**config.mk**
```make
export PLATFORM = sky130hd
export DESIGN_NAME = pea_cell
export DESIGN_NICKNAME = d
export VERILOG_FILES = /design/src/rtl/pea_pkg.sv /design/src/rtl/pea_cell.sv
export SDC_FILE = /design/constraint.sdc
export NUM_CORES = 1
export LEC_CHECK = 0
export ABC_CLOCK_PERIOD_IN_PS = 900
export BUFFER_PORTS_ARGS = -buffer_cell sky130_fd_sc_hd__buf_2
export CAP_MARGIN = 20
export CORE_AREA = 3 3 153 155
export DETAILED_ROUTE_END_ITERATION = 10
export DIE_AREA = 0 0 156 158
export GPL_TIMING_DRIVEN = 0
export PLACE_DENSITY_LB_ADDON = 0.1
export SLEW_MARGIN = 20
export SYNTH_ARGS = -nofsm -noshare
export SYNTH_HDL_FRONTEND = slang
export SYNTH_SLANG_ARGS = --single-unit
```
**constraint.sdc**
```tcl
create_clock -name clk_i -period 0.9 [get_ports clk_i]
set_clock_uncertainty 0.15 [all_clocks]
set_input_delay 0.18 -clock clk_i [delete_from_list [all_inputs] [get_ports clk_i]]
set_output_delay 0.18 -clock clk_i [all_outputs]
set_load 0.01 [all_outputs]
```
**src/rtl/pea_pkg.sv**
```systemverilog
package pea_pkg;

  localparam int MAX_EXTENTS = 64;
  localparam int PAGE_BYTES  = 4096;

  localparam int IDX_W  = (MAX_EXTENTS > 1) ? $clog2(MAX_EXTENTS) : 1;
  localparam int LIVE_W = $clog2(MAX_EXTENTS + 1);
  // merged size: sum of up to MAX_EXTENTS 32-bit sizes
  localparam int ZW     = 32 + $clog2(MAX_EXTENTS + 1);

  localparam logic [0:0] OP_ALLOC = 1'b0;
  localparam logic [0:0] OP_FREE  = 1'b1;

  localparam logic [1:0] STRAT_BUMP  = 2'd0;
  localparam logic [1:0] STRAT_FIRST = 2'd1;
  localparam logic [1:0] STRAT_NEXT  = 2'd2;
  localparam logic [1:0] STRAT_RSVD  = 2'd3;

  localparam logic [1:0] ST_OK       = 2'd0;
  localparam logic [1:0] ST_NOFIT    = 2'd1;
  localparam logic [1:0] ST_FULL     = 2'd2;
  localparam logic [1:0] ST_NOTFOUND = 2'd3;

  localparam logic [1:0] REG_STRATEGY   = 2'd0;
  localparam logic [1:0] REG_HEAP_START = 2'd1;
  localparam logic [1:0] REG_HEAP_END   = 2'd2;

  localparam logic [31:0] HEAP_START_RST = 32'd4127195136;
  localparam logic [31:0] HEAP_END_RST   = 32'd4294963200;

  // one taken record and one free record per cell
  typedef struct packed {
    logic        tv;
    logic [31:0] ts;
    logic [31:0] tz;
    logic        fv;
    logic [31:0] fs;
    logic [31:0] fz;
  } entry_t;

  typedef struct packed {
    logic shift;
    logic clr;
  } ring_ctl_t;

endpackage

```
**src/rtl/pea_cell.sv**
```systemverilog
module pea_cell import pea_pkg::*; (
  input  logic      clk_i,
  input  logic      rst_ni,
  input  ring_ctl_t ring_i,
  input  entry_t    init_i,
  input  entry_t    nxt_i,
  output entry_t    ent_o
);

  logic   tv_q, fv_q;
  entry_t dat_q;

  always_ff @(posedge clk_i or negedge rst_ni) begin
    if (!rst_ni) begin
      tv_q <= 1'b0;
      fv_q <= 1'b0;
    end else if (ring_i.clr) begin
      tv_q <= init_i.tv;
      fv_q <= init_i.fv;
    end else if (ring_i.shift) begin
      tv_q <= nxt_i.tv;
      fv_q <= nxt_i.fv;
    end
  end

  always_ff @(posedge clk_i) begin
    if (ring_i.clr) begin
      dat_q <= init_i;
    end else if (ring_i.shift) begin
      dat_q <= nxt_i;
    end
  end

  always_comb begin
    ent_o    = dat_q;
    ent_o.tv = tv_q;
    ent_o.fv = fv_q;
  end

endmodule

```
Word-level counts from Yosys, hierarchy flattened
Index checks and enable logic that the tools add are counted.
{"block": "totals", "regBits": 130, "output_inout_bits": 130, "wordCells": 13}
{"block": "op_classes", "n_mux": 6, "n_reduce_logical": 1}
{"op": "two-way mux 129 bit", "count": 2}
{"op": "two-way mux 1 bit", "count": 4}
{"op": "nonzero test 2 bit", "count": 1}

Logic depth before layout (Yosys ltp)
{"block": "depth", "depth_word": 2, "depth_mapped": 5}

Worst setup path before layout
Ideal clock, no wire load.
{"block": "synth_path", "kind": "input -> register", "start": "input port ring_i[0] in the netlist's numbering", "end": "register dat_q, in the netlist ent_o[0], enable pin", "setup_ns": 0.433, "arrival_ns": 2.156, "required_time_ns": 0.317, "path_slack_ns": -1.839, "cell_stages": 4, "cell_sequence": "buf_6 > buf_6 > buf_6 > or2_2"}
{"block": "synth_via", "elab_chain_cells": 1}
{"element": "from (decl)", "line": "pea_cell.sv:4", "text": "input ring_ctl_t ring_i,"}
{"element": "nonzero test 2 bit (no source line)"}
{"element": "to (signal assigned)", "line": "pea_cell.sv:28", "text": "dat_q <= init_i;"}
{"element": "to (signal assigned)", "line": "pea_cell.sv:30", "text": "dat_q <= nxt_i;"}
{"element": "to (decl)", "line": "pea_cell.sv:11", "text": "entry_t dat_q;"}
Every way passes these cells.
A chain may end at the register's enable or synchronous reset.

Worst setup path after layout
{"block": "layout_path", "start": "register fv_q", "end": "output port ent_o[64] in the netlist's numbering"}
{"element": "from (decl)", "line": "pea_cell.sv:10", "text": "logic tv_q, fv_q;"}
{"element": "from (signal assigned)", "line": "pea_cell.sv:19", "text": "fv_q <= init_i.fv;"}
{"element": "from (signal assigned)", "line": "pea_cell.sv:22", "text": "fv_q <= nxt_i.fv;"}
{"element": "to (decl)", "line": "pea_cell.sv:7", "text": "output entry_t ent_o"}
No word-level cell between the ends.

==> impl_metrics.py <==
metrics = {
    "routing": {
        "drt_iter0_drc": 119,
        "wl_per_cell_um": 19.5,
        "vias": 4384,
        "ant_nets": 0,
        "vias_per_cell": 4.21,
        "drc_errors": 0,
        "wl_mm": 20.4,
        "dr.pass1.iters": 4,
    },
    "clock_network": {
        "cts_max_path_buffers": 2,
        "cts_root_buffer": "clkbuf_16",
        "path_clk_slew_ns": 0.06,
        "cts_tree": "done",
        "clk_latency_ns": 0.41,
        "htree_levels": 4,
        "hold_buffers": 5,
        "cts_inserted_buffers": 17,
        "cts.sinks": 130,
    },
    "critical_path": {
        "reg2reg_setup_slack_ns": -0.08,
        "critical_path.most_common_cell": "buf_6",
        "critPathKind": "register to output port",
        "critPathArrivalTime_ns": 1.04,
        "end_kind": "output port",
        "cp_data_required_time_ns": 0.57,
        "slowest_delay_ns": 0.40,
        "worstPathMaxFanout": 2,
        "cp-startpoint": "fv_q",
        "critical_path.startpoint_type": "register",
        "timing.rr.start": "fv_q",
        "r2r_cells": 3,
        "slowest_stage": "dfrtp_1",
        "timing.rr.end": "fv_q",
        "path_cells": "buf_6, buf_6",
    },
    "yosys": {
        "synthesis.instances": 282,
        "syn-num-nets": 546,
        "synth_top_area_share_pct": 66.6,
        "yosys_warnings": 0,
        "netlist-cell-type-count": 11,
        "yosys-top-cells-area": "edfxtp_1 67%, mux2_4 17%, mux2_2 12%",
        "synth.largest_area_cell": "edfxtp_1",
        "syn_area_mm2": 0.00577,
        "ys_ff_latch": 130,
        "seq_area_frac_synth_pct": 67.5,
        "syn_avg_cell_area_um2": 20.5,
    },
    "run_status": {
        "status": "finished, violations left",
        "violations": "negative hold slack, negative setup slack",
    },
    "finish": {
        "antennaDiodeCount": 0,
        "multiInputGateArea_mm2": 0.00187,
        "fillers": 2011,
        "fin_util_pct": 46.1,
        "layout.nets": 1013,
        "seqCellArea_mm2": 0.00389,
        "layout-drive-gt1-share_pct": 81.0,
        "syn_to_final_growth_pct": 75.3,
    },
    "sta": {
        "hold_violations": 130,
        "post-route-period-util_pct": 152,
        "clock.fmax_mhz": 729,
        "fin_crit_ns": 1.37,
        "rsz0062_at_grt": "yes",
        "relSlewSlack_pct": 88.1,
        "layout_setup_ws_ns": -0.472,
        "whs_ns": -0.0828,
        "drv_slew": 0,
        "worstMarginPinSlew_ns": 0.179,
        "setup_violations": 388,
    },
    "power": {
        "peakVddDrop_v": 0.00117,
        "power_density_mw_per_mm2": 1810,
        "leakagePower_nw": 4.80,
    },
    "global_route": {
        "grt_max_degree": 17,
        "grt_usage_pct": 15.7,
        "grt_pass1_vias": 4797,
        "antenna_found_initial": 0,
        "grt_pass1_wl_mm": 28.2,
        "grt_overflow": 0,
    },
    "min_path": {
        "hold_path_end": "ent_o[69]",
        "holdPathStages": 2,
        "hp-class": "primary input to register",
        "min_from": "init_i[69]",
    },
    "floorplan": {
        "io_pins": 394,
        "fp.dieH_um": 158,
        "die_x_um": 156,
        "core_mm2": 0.0220,
        "placementRows": 54,
        "dieArea_mm2": 0.0246,
        "start_util_pct": 26.3,
    },
    "place": {
        "dpl.hpwl_mm": 14.4,
        "post-place-ws_ns": -1.36,
        "place.gp.congestion": 0.743,
        "io_buffers": 392,
    },
    "flow_run": {
        "cap_violations": 0,
    },
}
[cells in the mapped netlist]
cell type / count
or2_2: 1
dfrtp_1: 2
o21ai_0: 2
nand2_1: 2
buf_2: 6
mux2_4: 65
buf_6: 9
mux2i_1: 2
edfxtp_1: 128
buf_4: 2
mux2_2: 63
[where the power goes]
group,internal [mW],switching [mW],leakage (nW)
clock network,4.63,2.66,0.293
registers,7.42,0.165,1.33
logic,2.05,1.42,3.18
total,14.1,4.24,4.80
[cell families after synthesis]
kind of cell / Yosys count / share of synthesized area (%)
compound gates: 2 / 0.174
buf+inv: 17 / 2.54
flops: 130 / 67.5
mux: 130 / 29.6
simple gates: 3 / 0.239
[registers in the layout, summed over array words and instances (netlist names)]
signal	flops
fv_q	1
ent_o	128
tv_q	1
[critical path: cells and delay by family (launching register included)]
family / cells / cell delay, ns
flops: 1 / 0.40
buf+inv: 2 / 0.23
[worst max-delay path by stage]
stage               cells after the start         end  slack (ns)
floorplan                               4    ent_o[0]       -1.17
global placement                        4  ent_o[128]       -1.78
detailed placement                      6   ent_o[36]       -1.36
CTS                                     2   ent_o[64]       -0.50
global route                            2   ent_o[64]       -0.52
finish                                  2   ent_o[64]       -0.47
[through the flow]
step	cell area, um^2	TNS (ns)	instances	total power [mW]
CTS	10200	-96.26	1048	18.7
detailed placement	8150	-202.59	956	10.5
global route	10100	-94.84	1042	19.1
finish	10100	-89.85	1042	18.3
floorplan	5780	-193.03	282	8.97
global placement	8100	-288.39	954	10.4
[layer usage]
layer / wire length [um] / global-route usage, % / vias to the layer above / share of wire [%]
met2: 11000 / 29.3 / 247 / 54
met5: 0 / 0 / - / 0
met4: 172 / 4.29 / 0 / 0.84
met1: 7460 / 17.1 / 2068 / 37
met3: 1770 / 5.03 / 10 / 8.7
li1: - / - / 2059 / -
[final cells by class]
type	count	share of cell area, %
flip-flops and latches	130	38.5
clock inverters	14	1.84
multi-input cells	137	18.5
plain buffers	13	2.39
repair buffers	450	31.0
well taps	280	3.46
clock buffers	18	4.24
[placed cells by master, fill, tap and decap left out, types with 2 or more instances in the layout]
| cell | instances |
|---|---|
| dfrtp_1 | 2 |
| mux2_4 | 98 |
| buf_8 | 10 |
| o21ai_1 | 2 |
| edfxtp_1 | 128 |
| mux2_2 | 30 |
| or2_4 | 3 |
| buf_4 | 2 |
| buf_16 | 16 |
| clkbuf_16 | 18 |
| bufinv_16 | 4 |
| mux2i_1 | 2 |
| clkinvlp_4 | 2 |
| buf_2 | 387 |
| clkinv_1 | 3 |
| buf_12 | 33 |
| dlygate4sd3_1 | 4 |
| clkinv_4 | 2 |
| nand2_1 | 2 |
| buf_6 | 9 |
| inv_6 | 2 |
[what timing repair did]
action / in CTS / in global routing
pin swaps: 2 / 1
buffers inserted: 26 / 14
gates cloned: 30 / 1
hold endpoints to repair: 132 / 130
setup endpoints to repair: 359 / 388
resized for setup: 101 / 53
Power figures use the tool's default switching activity.
