===== src/rtl/pea_pkg.sv =====
package pea_pkg;

  localparam int MAX_EXTENTS = 64;
  localparam int PAGE_BYTES  = 4096;

  localparam int IDX_W  = (MAX_EXTENTS > 1) ? $clog2(MAX_EXTENTS) : 1;
  localparam int LIVE_W = $clog2(MAX_EXTENTS + 1);
  // merged size: sum of up to MAX_EXTENTS 32-bit sizes
  localparam int ZW     = 32 + $clog2(MAX_EXTENTS + 1);

  localparam logic [0:0] OP_ALLOC = 1'b0;
  localparam logic [0:0] OP_FREE  = 1'b1;

  localparam logic [1:0] STRAT_BUMP  = 2'd0;
  localparam logic [1:0] STRAT_FIRST = 2'd1;
  localparam logic [1:0] STRAT_NEXT  = 2'd2;
  localparam logic [1:0] STRAT_RSVD  = 2'd3;

  localparam logic [1:0] ST_OK       = 2'd0;
  localparam logic [1:0] ST_NOFIT    = 2'd1;
  localparam logic [1:0] ST_FULL     = 2'd2;
  localparam logic [1:0] ST_NOTFOUND = 2'd3;

  localparam logic [1:0] REG_STRATEGY   = 2'd0;
  localparam logic [1:0] REG_HEAP_START = 2'd1;
  localparam logic [1:0] REG_HEAP_END   = 2'd2;

  localparam logic [31:0] HEAP_START_RST = 32'd4127195136;
  localparam logic [31:0] HEAP_END_RST   = 32'd4294963200;

  // one taken record and one free record per cell
  typedef struct packed {
    logic        tv;
    logic [31:0] ts;
    logic [31:0] tz;
    logic        fv;
    logic [31:0] fs;
    logic [31:0] fz;
  } entry_t;

  typedef struct packed {
    logic shift;
    logic clr;
  } ring_ctl_t;

endpackage


===== src/rtl/pea_ctrl.sv =====
module pea_ctrl import pea_pkg::*; (
  input  logic        clk_i,
  input  logic        rst_ni,
  input  logic        cfg_we_i,
  input  logic [1:0]  cfg_idx_i,
  input  logic [31:0] cfg_data_i,
  input  logic        in_valid_i,
  output logic        in_ready_o,
  input  logic        opcode_i,
  input  logic [31:0] size_bytes_i,
  input  logic [31:0] address_i,
  output logic        out_valid_o,
  input  logic        out_ready_i,
  output logic [31:0] start_address_o,
  output logic [1:0]  status_o,
  input  entry_t      head_i,
  output entry_t      wb_o,
  output entry_t      init_o,
  output ring_ctl_t   ring_o
);

  typedef enum logic [7:0] {
    S_IDLE   = 8'b0000_0001,
    S_AFIND  = 8'b0000_0010,
    S_ADEC   = 8'b0000_0100,
    S_AAPPLY = 8'b0000_1000,
    S_FFIND  = 8'b0001_0000,
    S_FMERGE = 8'b0010_0000,
    S_FINS   = 8'b0100_0000,
    S_DONE   = 8'b1000_0000
  } state_e;

  state_e             state_q, state_d;
  logic [1:0]         strat_q, strat_d;
  logic [31:0]        hs_q, hs_d, he_q, he_d;
  logic               pend_q, pend_d;
  logic [31:0]        pp_q, pp_d;
  logic [LIVE_W-1:0]  live_q, live_d;
  logic [IDX_W-1:0]   idx_q, idx_d;
  logic [31:0]        sz_q, sz_d, addr_q, addr_d;
  logic               pick_v_q, pick_v_d, below_v_q, below_v_d, slot_v_q, slot_v_d;
  logic [IDX_W-1:0]   pick_i_q, pick_i_d, below_i_q, below_i_d, slot_i_q, slot_i_d;
  logic [IDX_W-1:0]   cho_i_q, cho_i_d;
  logic [31:0]        pick_s_q, pick_s_d, below_s_q, below_s_d;
  logic [31:0]        s_q, s_d;
  logic [ZW-1:0]      z_q, z_d;
  logic               hit_q, hit_d;
  logic [31:0]        res_addr_q, res_addr_d;
  logic [1:0]         res_st_q, res_st_d;
  logic               out_valid_q, out_valid_d;
  logic [31:0]        out_addr_q, out_addr_d;
  logic [1:0]         out_st_q, out_st_d;

  logic [32:0]        rsum, rsz;
  logic               bad, last, acc, match, inc, dec;
  logic [ZW:0]        end_sum;
  logic [32:0]        fend;
  logic [31:0]        cho_s;
  logic [IDX_W-1:0]   cho_i;
  logic               cho_v;
  logic [31:0]        new_fz;

  assign in_ready_o      = (state_q == S_IDLE) && !pend_q;
  assign acc             = in_valid_i && in_ready_o;
  assign out_valid_o     = out_valid_q;
  assign start_address_o = out_addr_q;
  assign status_o        = out_st_q;

  // round up to whole pages
  assign rsum = {1'b0, size_bytes_i} + 33'(PAGE_BYTES - 1);
  assign rsz  = rsum & ~33'(PAGE_BYTES - 1);
  assign bad  = (rsz == 33'd0) || rsz[32] || (strat_q == STRAT_RSVD);
  assign last = (idx_q == IDX_W'(MAX_EXTENTS - 1));

  assign end_sum = {1'b0, ZW'(s_q)} + {1'b0, z_q};
  assign fend    = {1'b0, head_i.fs} + {1'b0, head_i.fz};
  assign new_fz  = head_i.fz - sz_q;

  assign cho_v = pick_v_q || below_v_q;
  assign cho_s = pick_v_q ? pick_s_q : below_s_q;
  assign cho_i = pick_v_q ? pick_i_q : below_i_q;

  always_comb begin
    init_o    = '0;
    init_o.fs = hs_q;
    init_o.fz = (he_q > hs_q) ? (he_q - hs_q) : 32'd0;
    init_o.fv = (init_o.fz != 32'd0);
  end

  always_comb begin
    state_d     = state_q;
    strat_d     = strat_q;
    hs_d        = hs_q;
    he_d        = he_q;
    pend_d      = pend_q;
    pp_d        = pp_q;
    live_d      = live_q;
    idx_d       = idx_q;
    sz_d        = sz_q;
    addr_d      = addr_q;
    pick_v_d    = pick_v_q;
    pick_i_d    = pick_i_q;
    pick_s_d    = pick_s_q;
    below_v_d   = below_v_q;
    below_i_d   = below_i_q;
    below_s_d   = below_s_q;
    slot_v_d    = slot_v_q;
    slot_i_d    = slot_i_q;
    cho_i_d     = cho_i_q;
    s_d         = s_q;
    z_d         = z_q;
    hit_d       = hit_q;
    res_addr_d  = res_addr_q;
    res_st_d    = res_st_q;
    out_valid_d = out_valid_q;
    out_addr_d  = out_addr_q;
    out_st_d    = out_st_q;
    wb_o        = head_i;
    ring_o      = '0;
    match       = 1'b0;
    inc         = 1'b0;
    dec         = 1'b0;

    if (out_valid_q && out_ready_i) begin
      out_valid_d = 1'b0;
    end

    if (state_q != S_IDLE && state_q != S_ADEC && state_q != S_DONE) begin
      ring_o.shift = 1'b1;
      idx_d        = last ? '0 : idx_q + 1'b1;
    end

    case (state_q)
      S_IDLE: begin
        if (pend_q) begin
          ring_o.clr = 1'b1;
          pp_d       = hs_q;
          live_d     = init_o.fv ? LIVE_W'(1) : '0;
          pend_d     = 1'b0;
        end else if (acc) begin
          idx_d = '0;
          hit_d = 1'b0;
          if (opcode_i == OP_FREE) begin
            addr_d  = address_i;
            state_d = S_FFIND;
          end else if (bad) begin
            res_addr_d = '0;
            res_st_d   = ST_NOFIT;
            state_d    = S_DONE;
          end else begin
            sz_d      = rsz[31:0];
            pick_v_d  = 1'b0;
            below_v_d = 1'b0;
            slot_v_d  = 1'b0;
            state_d   = S_AFIND;
          end
        end
      end
      S_AFIND: begin
        if (strat_q != STRAT_BUMP && head_i.fv && head_i.fz >= sz_q) begin
          if (strat_q == STRAT_NEXT && head_i.fs < pp_q) begin
            if (!below_v_q || head_i.fs < below_s_q) begin
              below_v_d = 1'b1;
              below_i_d = idx_q;
              below_s_d = head_i.fs;
            end
          end else if (!pick_v_q || head_i.fs < pick_s_q) begin
            pick_v_d = 1'b1;
            pick_i_d = idx_q;
            pick_s_d = head_i.fs;
          end
        end
        if (!head_i.tv && !slot_v_q) begin
          slot_v_d = 1'b1;
          slot_i_d = idx_q;
        end
        if (last) begin
          state_d = S_ADEC;
        end
      end
      S_ADEC: begin
        res_addr_d = '0;
        state_d    = S_DONE;
        if (strat_q == STRAT_BUMP) begin
          if (pp_q > he_q || sz_q > he_q - pp_q) begin
            res_st_d = ST_NOFIT;
          end else if (live_q >= LIVE_W'(MAX_EXTENTS) || !slot_v_q) begin
            res_st_d = ST_FULL;
          end else begin
            res_addr_d = pp_q;
            pp_d       = pp_q + sz_q;
            state_d    = S_AAPPLY;
          end
        end else if (!cho_v) begin
          res_st_d = ST_NOFIT;
        end else if (live_q >= LIVE_W'(MAX_EXTENTS) || !slot_v_q) begin
          res_st_d = ST_FULL;
        end else begin
          res_addr_d = cho_s;
          cho_i_d    = cho_i;
          pp_d       = (strat_q == STRAT_FIRST) ? pp_q + sz_q : cho_s;
          state_d    = S_AAPPLY;
        end
      end
      S_AAPPLY: begin
        if (idx_q == slot_i_q) begin
          wb_o.tv = 1'b1;
          wb_o.ts = res_addr_q;
          wb_o.tz = sz_q;
          inc     = 1'b1;
        end
        if (strat_q != STRAT_BUMP && idx_q == cho_i_q) begin
          wb_o.fs = head_i.fs + sz_q;
          wb_o.fz = new_fz;
          if (new_fz == 32'd0) begin
            wb_o.fv = 1'b0;
            dec     = 1'b1;
          end
        end
        live_d = live_q + LIVE_W'(inc) - LIVE_W'(dec);
        if (last) begin
          res_st_d = ST_OK;
          state_d  = S_DONE;
        end
      end
      S_FFIND: begin
        if (!hit_q && head_i.tv && head_i.ts == addr_q) begin
          match   = 1'b1;
          wb_o.tv = 1'b0;
          hit_d   = 1'b1;
          s_d     = head_i.ts;
          z_d     = ZW'(head_i.tz);
          live_d  = live_q - 1'b1;
        end
        if (last) begin
          hit_d = 1'b0;
          if (hit_q || match) begin
            state_d = S_FMERGE;
          end else begin
            res_addr_d = '0;
            res_st_d   = ST_NOTFOUND;
            state_d    = S_DONE;
          end
        end
      end
      S_FMERGE: begin
        // one merge per pass, lowest entry first, then rescan
        if (!hit_q && head_i.fv) begin
          if (end_sum == (ZW + 1)'(head_i.fs)) begin
            match = 1'b1;
            z_d   = z_q + ZW'(head_i.fz);
          end else if (fend == {1'b0, s_q}) begin
            match = 1'b1;
            s_d   = head_i.fs;
            z_d   = z_q + ZW'(head_i.fz);
          end
          if (match) begin
            wb_o.fv = 1'b0;
            hit_d   = 1'b1;
            live_d  = live_q - 1'b1;
          end
        end
        if (last) begin
          hit_d = 1'b0;
          if (!(hit_q || match)) begin
            state_d = S_FINS;
            if (strat_q == STRAT_NEXT && s_q < pp_q) begin
              pp_d = s_q;
            end
          end
        end
      end
      S_FINS: begin
        if (!hit_q && !head_i.fv) begin
          wb_o.fv = 1'b1;
          wb_o.fs = s_q;
          wb_o.fz = (|z_q[ZW-1:32]) ? 32'hFFFF_FFFF : z_q[31:0];
          hit_d   = 1'b1;
          live_d  = live_q + 1'b1;
        end
        if (last) begin
          res_addr_d = '0;
          res_st_d   = ST_OK;
          state_d    = S_DONE;
        end
      end
      S_DONE: begin
        if (!out_valid_q || out_ready_i) begin
          out_valid_d = 1'b1;
          out_addr_d  = res_addr_q;
          out_st_d    = res_st_q;
          state_d     = S_IDLE;
        end
      end
      default: begin
        state_d = S_IDLE;
      end
    endcase

    if (cfg_we_i) begin
      case (cfg_idx_i)
        REG_STRATEGY: begin
          strat_d = cfg_data_i[1:0];
        end
        REG_HEAP_START: begin
          hs_d   = cfg_data_i;
          pend_d = 1'b1;
        end
        REG_HEAP_END: begin
          he_d   = cfg_data_i;
          pend_d = 1'b1;
        end
        default: begin
        end
      endcase
    end
  end

  always_ff @(posedge clk_i or negedge rst_ni) begin
    if (!rst_ni) begin
      state_q     <= S_IDLE;
      strat_q     <= STRAT_BUMP;
      hs_q        <= HEAP_START_RST;
      he_q        <= HEAP_END_RST;
      pend_q      <= 1'b1;
      pp_q        <= '0;
      live_q      <= '0;
      idx_q       <= '0;
      hit_q       <= 1'b0;
      pick_v_q    <= 1'b0;
      below_v_q   <= 1'b0;
      slot_v_q    <= 1'b0;
      out_valid_q <= 1'b0;
    end else begin
      state_q     <= state_d;
      strat_q     <= strat_d;
      hs_q        <= hs_d;
      he_q        <= he_d;
      pend_q      <= pend_d;
      pp_q        <= pp_d;
      live_q      <= live_d;
      idx_q       <= idx_d;
      hit_q       <= hit_d;
      pick_v_q    <= pick_v_d;
      below_v_q   <= below_v_d;
      slot_v_q    <= slot_v_d;
      out_valid_q <= out_valid_d;
    end
  end

  always_ff @(posedge clk_i) begin
    sz_q       <= sz_d;
    addr_q     <= addr_d;
    pick_i_q   <= pick_i_d;
    pick_s_q   <= pick_s_d;
    below_i_q  <= below_i_d;
    below_s_q  <= below_s_d;
    slot_i_q   <= slot_i_d;
    cho_i_q    <= cho_i_d;
    s_q        <= s_d;
    z_q        <= z_d;
    res_addr_q <= res_addr_d;
    res_st_q   <= res_st_d;
    out_addr_q <= out_addr_d;
    out_st_q   <= out_st_d;
  end

endmodule


===== config.mk =====
export PLATFORM = sky130hd
export DESIGN_NAME = pea_ctrl
export DESIGN_NICKNAME = d
export VERILOG_FILES = /design/src/rtl/pea_pkg.sv /design/src/rtl/pea_ctrl.sv
export SDC_FILE = /design/constraint.sdc
export NUM_CORES = 2
export LEC_CHECK = 0
export BUFFER_PORTS_ARGS = -buffer_cell sky130_fd_sc_hd__buf_2
export CAP_MARGIN = 30
export CORE_ASPECT_RATIO = 0.7
export CORE_MARGIN = 4
export CORE_UTILIZATION = 54
export DETAILED_ROUTE_END_ITERATION = 10
export GPL_TIMING_DRIVEN = 0
export PLACE_DENSITY_LB_ADDON = 0.05
export SETUP_SLACK_MARGIN = 0.02
export SYNTH_ARGS = -nofsm -noshare
export SYNTH_HDL_FRONTEND = slang
export SYNTH_SLANG_ARGS = --single-unit

===== constraint.sdc =====
create_clock -name clk_i -period 5.4 [get_ports clk_i]
set_clock_uncertainty 0.15 [all_clocks]
set_input_delay 0.54 -clock clk_i [delete_from_list [all_inputs] [get_ports clk_i]]
set_output_delay 0.54 -clock clk_i [all_outputs]
set_load 0.02 [all_outputs]

Word-level counts from Yosys, hierarchy flattened:

Index checks and enable logic that the tools add are counted.

* muxes and demuxes: 134
* $lt $le $gt $ge: 9
* bitwise gates (word level): 6
* $add $sub $neg: 14
* reductions and logical operators: 70
* equality and inequality tests: 56

Operators with widths (number)
* 32-bit 2-to-1 mux: 29
* 65-bit 2-to-1 mux: 3
* 39-bit 2-to-1 mux: 4
* 32-bit less-than comparator: 4
* 32-bit case mux with 4 select lines: 1
* 64-bit case mux with 2 select lines: 1
* 8-bit 2-to-1 mux: 15
* 32-bit > comparator: 3
* 32-bit case mux with 3 select lines: 1
* 32-bit subtractor: 3
* 39-bit case mux with 2 select lines: 1
* 32-bit adder: 2
* 64-bit 2-to-1 mux: 1
* 32-bit case mux with 2 select lines: 1
* 8-bit case mux with 7 select lines: 1
* 2-bit inequality test, second input constant: 27
* 8-bit AND reduction: 6
* 1-bit 2-to-1 mux: 46
* 32-bit by 39-bit adder with 40-bit output: 1
* 40-bit by 32-bit equality test with 1-bit output: 1
* 39-bit by 32-bit adder with 39-bit output: 1
* 6-bit 2-to-1 mux: 6
* 7-bit 2-to-1 mux: 5
* 7-bit case mux with 5 select lines: 1
* 52 further kinds: 125

* flip-flop bits (word level): 404
* output and inout port bits: 298
* bits of input ports: 234

Logic depth before layout (Yosys ltp):

* depth in word-level cells: 12
* mapped depth: 29
* mapped depth without buffers: 28

Worst setup path before layout:

OpenSTA, ideal clock, no wires.

* kind: input to register
* start: input port head_i[0] in the netlist's numbering
* end: register s_q[0] (enable)
* path slack: -961 ps
* library setup time: 468 ps
* required time: 4782 ps
* stages on the path: 13
* data arrival time: 5743 ps
* path through: ha_1 > fa_1 > a21oi_1 > o21ai_0 > xnor2_1 > o311ai_0 > a2111oi_2 > nand4_1 > or4_1 > nor4_2 > and3_4 > a21oi_1 > nor3b_1

* longest elaborated chain between the ends: 4

RTL lines
* from (decl): line pea_ctrl.sv:16 `input entry_t head_i,`
* 32-bit by 32-bit adder with 33-bit output: line pea_ctrl.sv:76 `assign fend = {1'b0, head_i.fs} + {1'b0, head_i.fz};`
* 33-bit by 32-bit equality test with 1-bit output: line pea_ctrl.sv:252 `end else if (fend == {1'b0, s_q}) begin`
* 2-bit inequality test (no line)
* 5-bit AND reduction (no line)
* to (signal assigned): line pea_ctrl.sv:360 `s_q <= s_d;`
* to (decl): line pea_ctrl.sv:45 `logic [31:0] s_q, s_d;`

No other way between the ends.
A chain may end at the register's enable or synchronous reset.

Final worst setup path:

* start: register pp_q[1]
* end: register pp_q[27]

* longest elaborated chain between the ends: 6

RTL lines
* from (decl): line pea_ctrl.sv:37 `logic [31:0] pp_q, pp_d;`
* from (signal assigned): line pea_ctrl.sv:340 `pp_q <= pp_d;`
* parallel branches: the longest is 6 deep, another holds 32-bit subtractor

Several ways; the timed one is not identified. The select of a mux whose other input is x is not followed.

==> out/metrics.cfg <==
[cts]
clk_pin_slew_worst_paths_ps = 70
htreeDepth = 2
clock_latency_ps = 630
cts.sinks = 404
cts_max_path_buffers = 3
tritoncts = yes
cts_buffers = 43
root_buffer = clkbuf_16

[synthesis]
ys_warn_count = 0
synth_edf_count = 279
synth_area_per_cell_um2 = 8.89
async_flop_share_pct = 30.9
synth.top_cell.area_share_pct = 23.0
synth_cell_type_count = 98
synth_top_cell_by_area = edfxtp_1
ys_seq_elements = 404
yosysSeqAreaShare_pct = 31.7
ys_dominant_reg_cell = edfxtp_1
synth_area_um2 = 36400
yosys-top-cells-area = edfxtp_1, ha_1, dfrtp_1, nand2_1, a21oi_1
synthCells = 4094

[layout]
fin_cells = 5785
post-route-util_pct = 68.1
nNetsFinal = 5476
layout-drive-gt1-share_pct = 25.7
final_area_um2 = 45400
fill_cells = 5374
syn_to_final_growth_pct = 24.6

[power_and_ir_drop]
max-vdd-ir-drop_mv = 0.343
combPwrFrac_pct = 57.9
p_seq_share_pct = 24.7
power.internal_w = 0.0103
power.share.clock_pct = 17.4
p_sw_share_pct = 46.5
netSwitchingPower_w = 0.00899
power_density_nw_per_um2 = 426
p_leak_nw = 20.2

[placed_design]
place.gp.congestion = 1.06
numPortBuffers = 466
hpwl_mm = 125
dpl.cell_count = 5534
place_area_um2 = 40500

[sta]
max_freq_ghz = 0.160
worst_hold_slack_ps = 7.05
hold_violations = 0
tns_ps = -51130
fin_crit_sh_pct = 116
worst_slack_ps = -849
maxSlewViolCount = 0
layout_min_cycle_time_ps = 6250
rsz0062_at_grt = yes
relSlewSlack_pct = 24.2
tightestPinTransition_ps = 1130
finalSetupViolations = 73

[critical_path]
cp.required_ps = 5740
crit_fanout = 4
cp_slowest_stage_delay_ps = 450
cp-start-kind = flop
cp.arrival_ps = 6590
r2r-start = pp_q[1]$_DFFE_PN0P_
crit_path_end = pp_q[27]$_DFFE_PN0P_
critPathCaptureType = flop
rrSetupSlack_ps = -850
critPathKind = flop to flop
cpMaxStageDelayCell = nor4_2
crit_path_start = pp_q[1]$_DFFE_PN0P_
reg2regPathDepth = 29
timing.rr.end = pp_q[27]$_DFFE_PN0P_

[drt]
drtIter0Drc = 5430
met3_length_mm = 25.6
vias = 37500
routed_via_density = 6.48
firstDrtPassIters = 7
routed-wl-met2_mm = 61.6
wl_per_cell_um = 27.8
m1WireLength_mm = 66.6
drt-total-wl_mm = 161
drcViolationCount = 0
final_antenna_net_count = 0
top_layer = met5

[die]
die_x_um = 318
initial_core_util_pct = 54.6
rows = 79
coreArea_um2 = 66600
io_pins = 532
die_h_um = 225
die_area_um2 = 71700

[global_route]
grt.overflow.total = 0
antenna_found_initial = 13
grt_max_degree = 94
grt_pass1_wl_mm = 225
grtUsageTotal_pct = 42.0
grt_pass1_vias = 33300

[run]
maxCapViolCount = 0

[min_path]
hold_depth = 2
min_from = cfg_data_i[5]
min-delay-path-class = input pin to flop

[status]
status = complete, but fails checks
violations = negative setup slack

==> state kept, by name, indices dropped and copies added, names as in the netlist, 6 cells and up <==
| register | cells |
|---|---|
| state_q | 8 |
| start_address_o | 32 |
| pp_q | 32 |
| idx_q | 6 |
| slot_i_q | 6 |
| pick_s_q | 32 |
| below_s_q | 32 |
| addr_q | 32 |
| res_addr_q | 32 |
| cho_i_q | 6 |
| sz_q | 20 |
| below_i_q | 6 |
| pick_i_q | 6 |
| hs_q | 32 |
| s_q | 32 |
| z_q | 39 |
| live_q | 7 |
| he_q | 32 |
==> final cells by class <==
class / count / area, um^2 / share of cell area (%)
diodes: 5 / 12.5 / 0.0276
clock buffers: 48 / 1110 / 2.46
flip-flops and latches: 404 / 11500 / 25.5
well taps: 891 / 1110 / 2.46
repair buffers: 664 / 4330 / 9.55
multi-input cells: 3309 / 24800 / 54.7
plain buffers: 187 / 1080 / 2.38
inverters: 245 / 922 / 2.03
clock inverters: 32 / 433 / 0.955
==> worst max-delay path: cells and delay by family (launching register included) <==
kind | cells | cell delay [ps]
fa+ha+maj | 2 | 610
buf+inv | 4 | 600
compound gates | 13 | 2190
mux | 1 | 300
xor+xnor | 1 | 150
flops | 1 | 430
simple gates | 8 | 1640
==> worst min-delay path by stage <==
| stage | endpoint | slack, ps |
|---|---|---|
| 6_report | he_q[5]$_DFFE_PN0P_ | 7 |
| 5_1_grt | addr_q[28]$_DFFE_PP_ | 7 |
| 4_1_cts | he_q[5]$_DFFE_PN0P_ | 3 |
| 3_5_place_dp | start_address_o[14]$_DFFE_PP_ | 290 |
| 3_3_place_gp | start_address_o[12]$_DFFE_PP_ | 280 |
| 2_1_floorplan | below_v_q$_DFFE_PN0P_ | 90 |
==> kinds of logic (layout without fill, tap and decap cells) <==
group,after synthesis,count (layout),share of synthesized area (%)
fa+ha+maj,388,388,13.5
other cells,1,70,0.0103
mux,198,198,5.97
compound gates,1164,1164,20.6
xor+xnor,266,266,6.42
flops,404,404,31.7
buf+inv,445,1176,5.40
simple gates,1228,1228,16.3
==> synth_stat cells, drive strengths merged, types with 73 or more instances <==
library cell / count
clkbuf: 98
xor2: 135
xnor2: 131
mux2: 135
o21ai: 302
nand3: 89
nor3: 73
inv: 245
nor2: 249
buf: 102
dfrtp: 97
ha: 378
edfxtp: 279
a21oi: 299
a21o: 124
nand2: 437
==> per-layer routing <==
metal  track usage, %  vias to the layer above
met5                0                        -
met4             14.7                       14
met3             17.9                      368
met2             56.1                     2662
met1             60.3                    17900
li1                 -                    16500
==> metrics by stage <==
stage / total power (W) / setup WS [ps]
3_5_place_dp: 0.0140 / -2990
6_report: 0.0193 / -849
2_1_floorplan: 0.0111 / 11.3
3_3_place_gp: 0.0139 / -2900
4_1_cts: 0.0182 / -794
5_1_grt: 0.0202 / -1010
==> cells in the final DEF, fill, tap and decap left out, types with 65 or more instances in the layout <==
| master | synthesis | layout |
|---|---|---|
| nor3_1 | 73 | 66 |
| nand3_1 | 89 | 88 |
| dfrtp_1 | 97 | 94 |
| buf_4 | 68 | 188 |
| buf_2 | 14 | 476 |
| xor2_1 | 134 | 131 |
| ha_1 | 378 | 360 |
| a21o_1 | 123 | 123 |
| nand2_1 | 437 | 410 |
| a21oi_1 | 295 | 272 |
| mux2_2 | 129 | 127 |
| clkbuf_1 | 98 | 82 |
| nor2_1 | 249 | 244 |
| edfxtp_1 | 279 | 279 |
| conb_1 | 1 | 65 |
| inv_1 | 245 | 234 |
| o21ai_0 | 292 | 249 |
| nand4_1 | 66 | 66 |
| xnor2_1 | 131 | 123 |
==> timing repair <==
action,CTS,global route
resized for setup,289,129
hold endpoints to repair,58,0
cloned,4,0
buffers inserted,84,63
hold buffers,27,0
setup endpoints to repair,262,180
pin swaps,84,83
==> power by group through the flow <==
stage	registers, W	logic [W]	clock network [W]
floorplan	0.00455	0.00653	0
global placement	0.00478	0.00909	0
detailed placement	0.00477	0.00927	0
CTS	0.00471	0.0102	0.00334
global route	0.00479	0.0120	0.00347
finish	0.00477	0.0112	0.00336
Note: power is estimated with default switching activity, not from simulation.
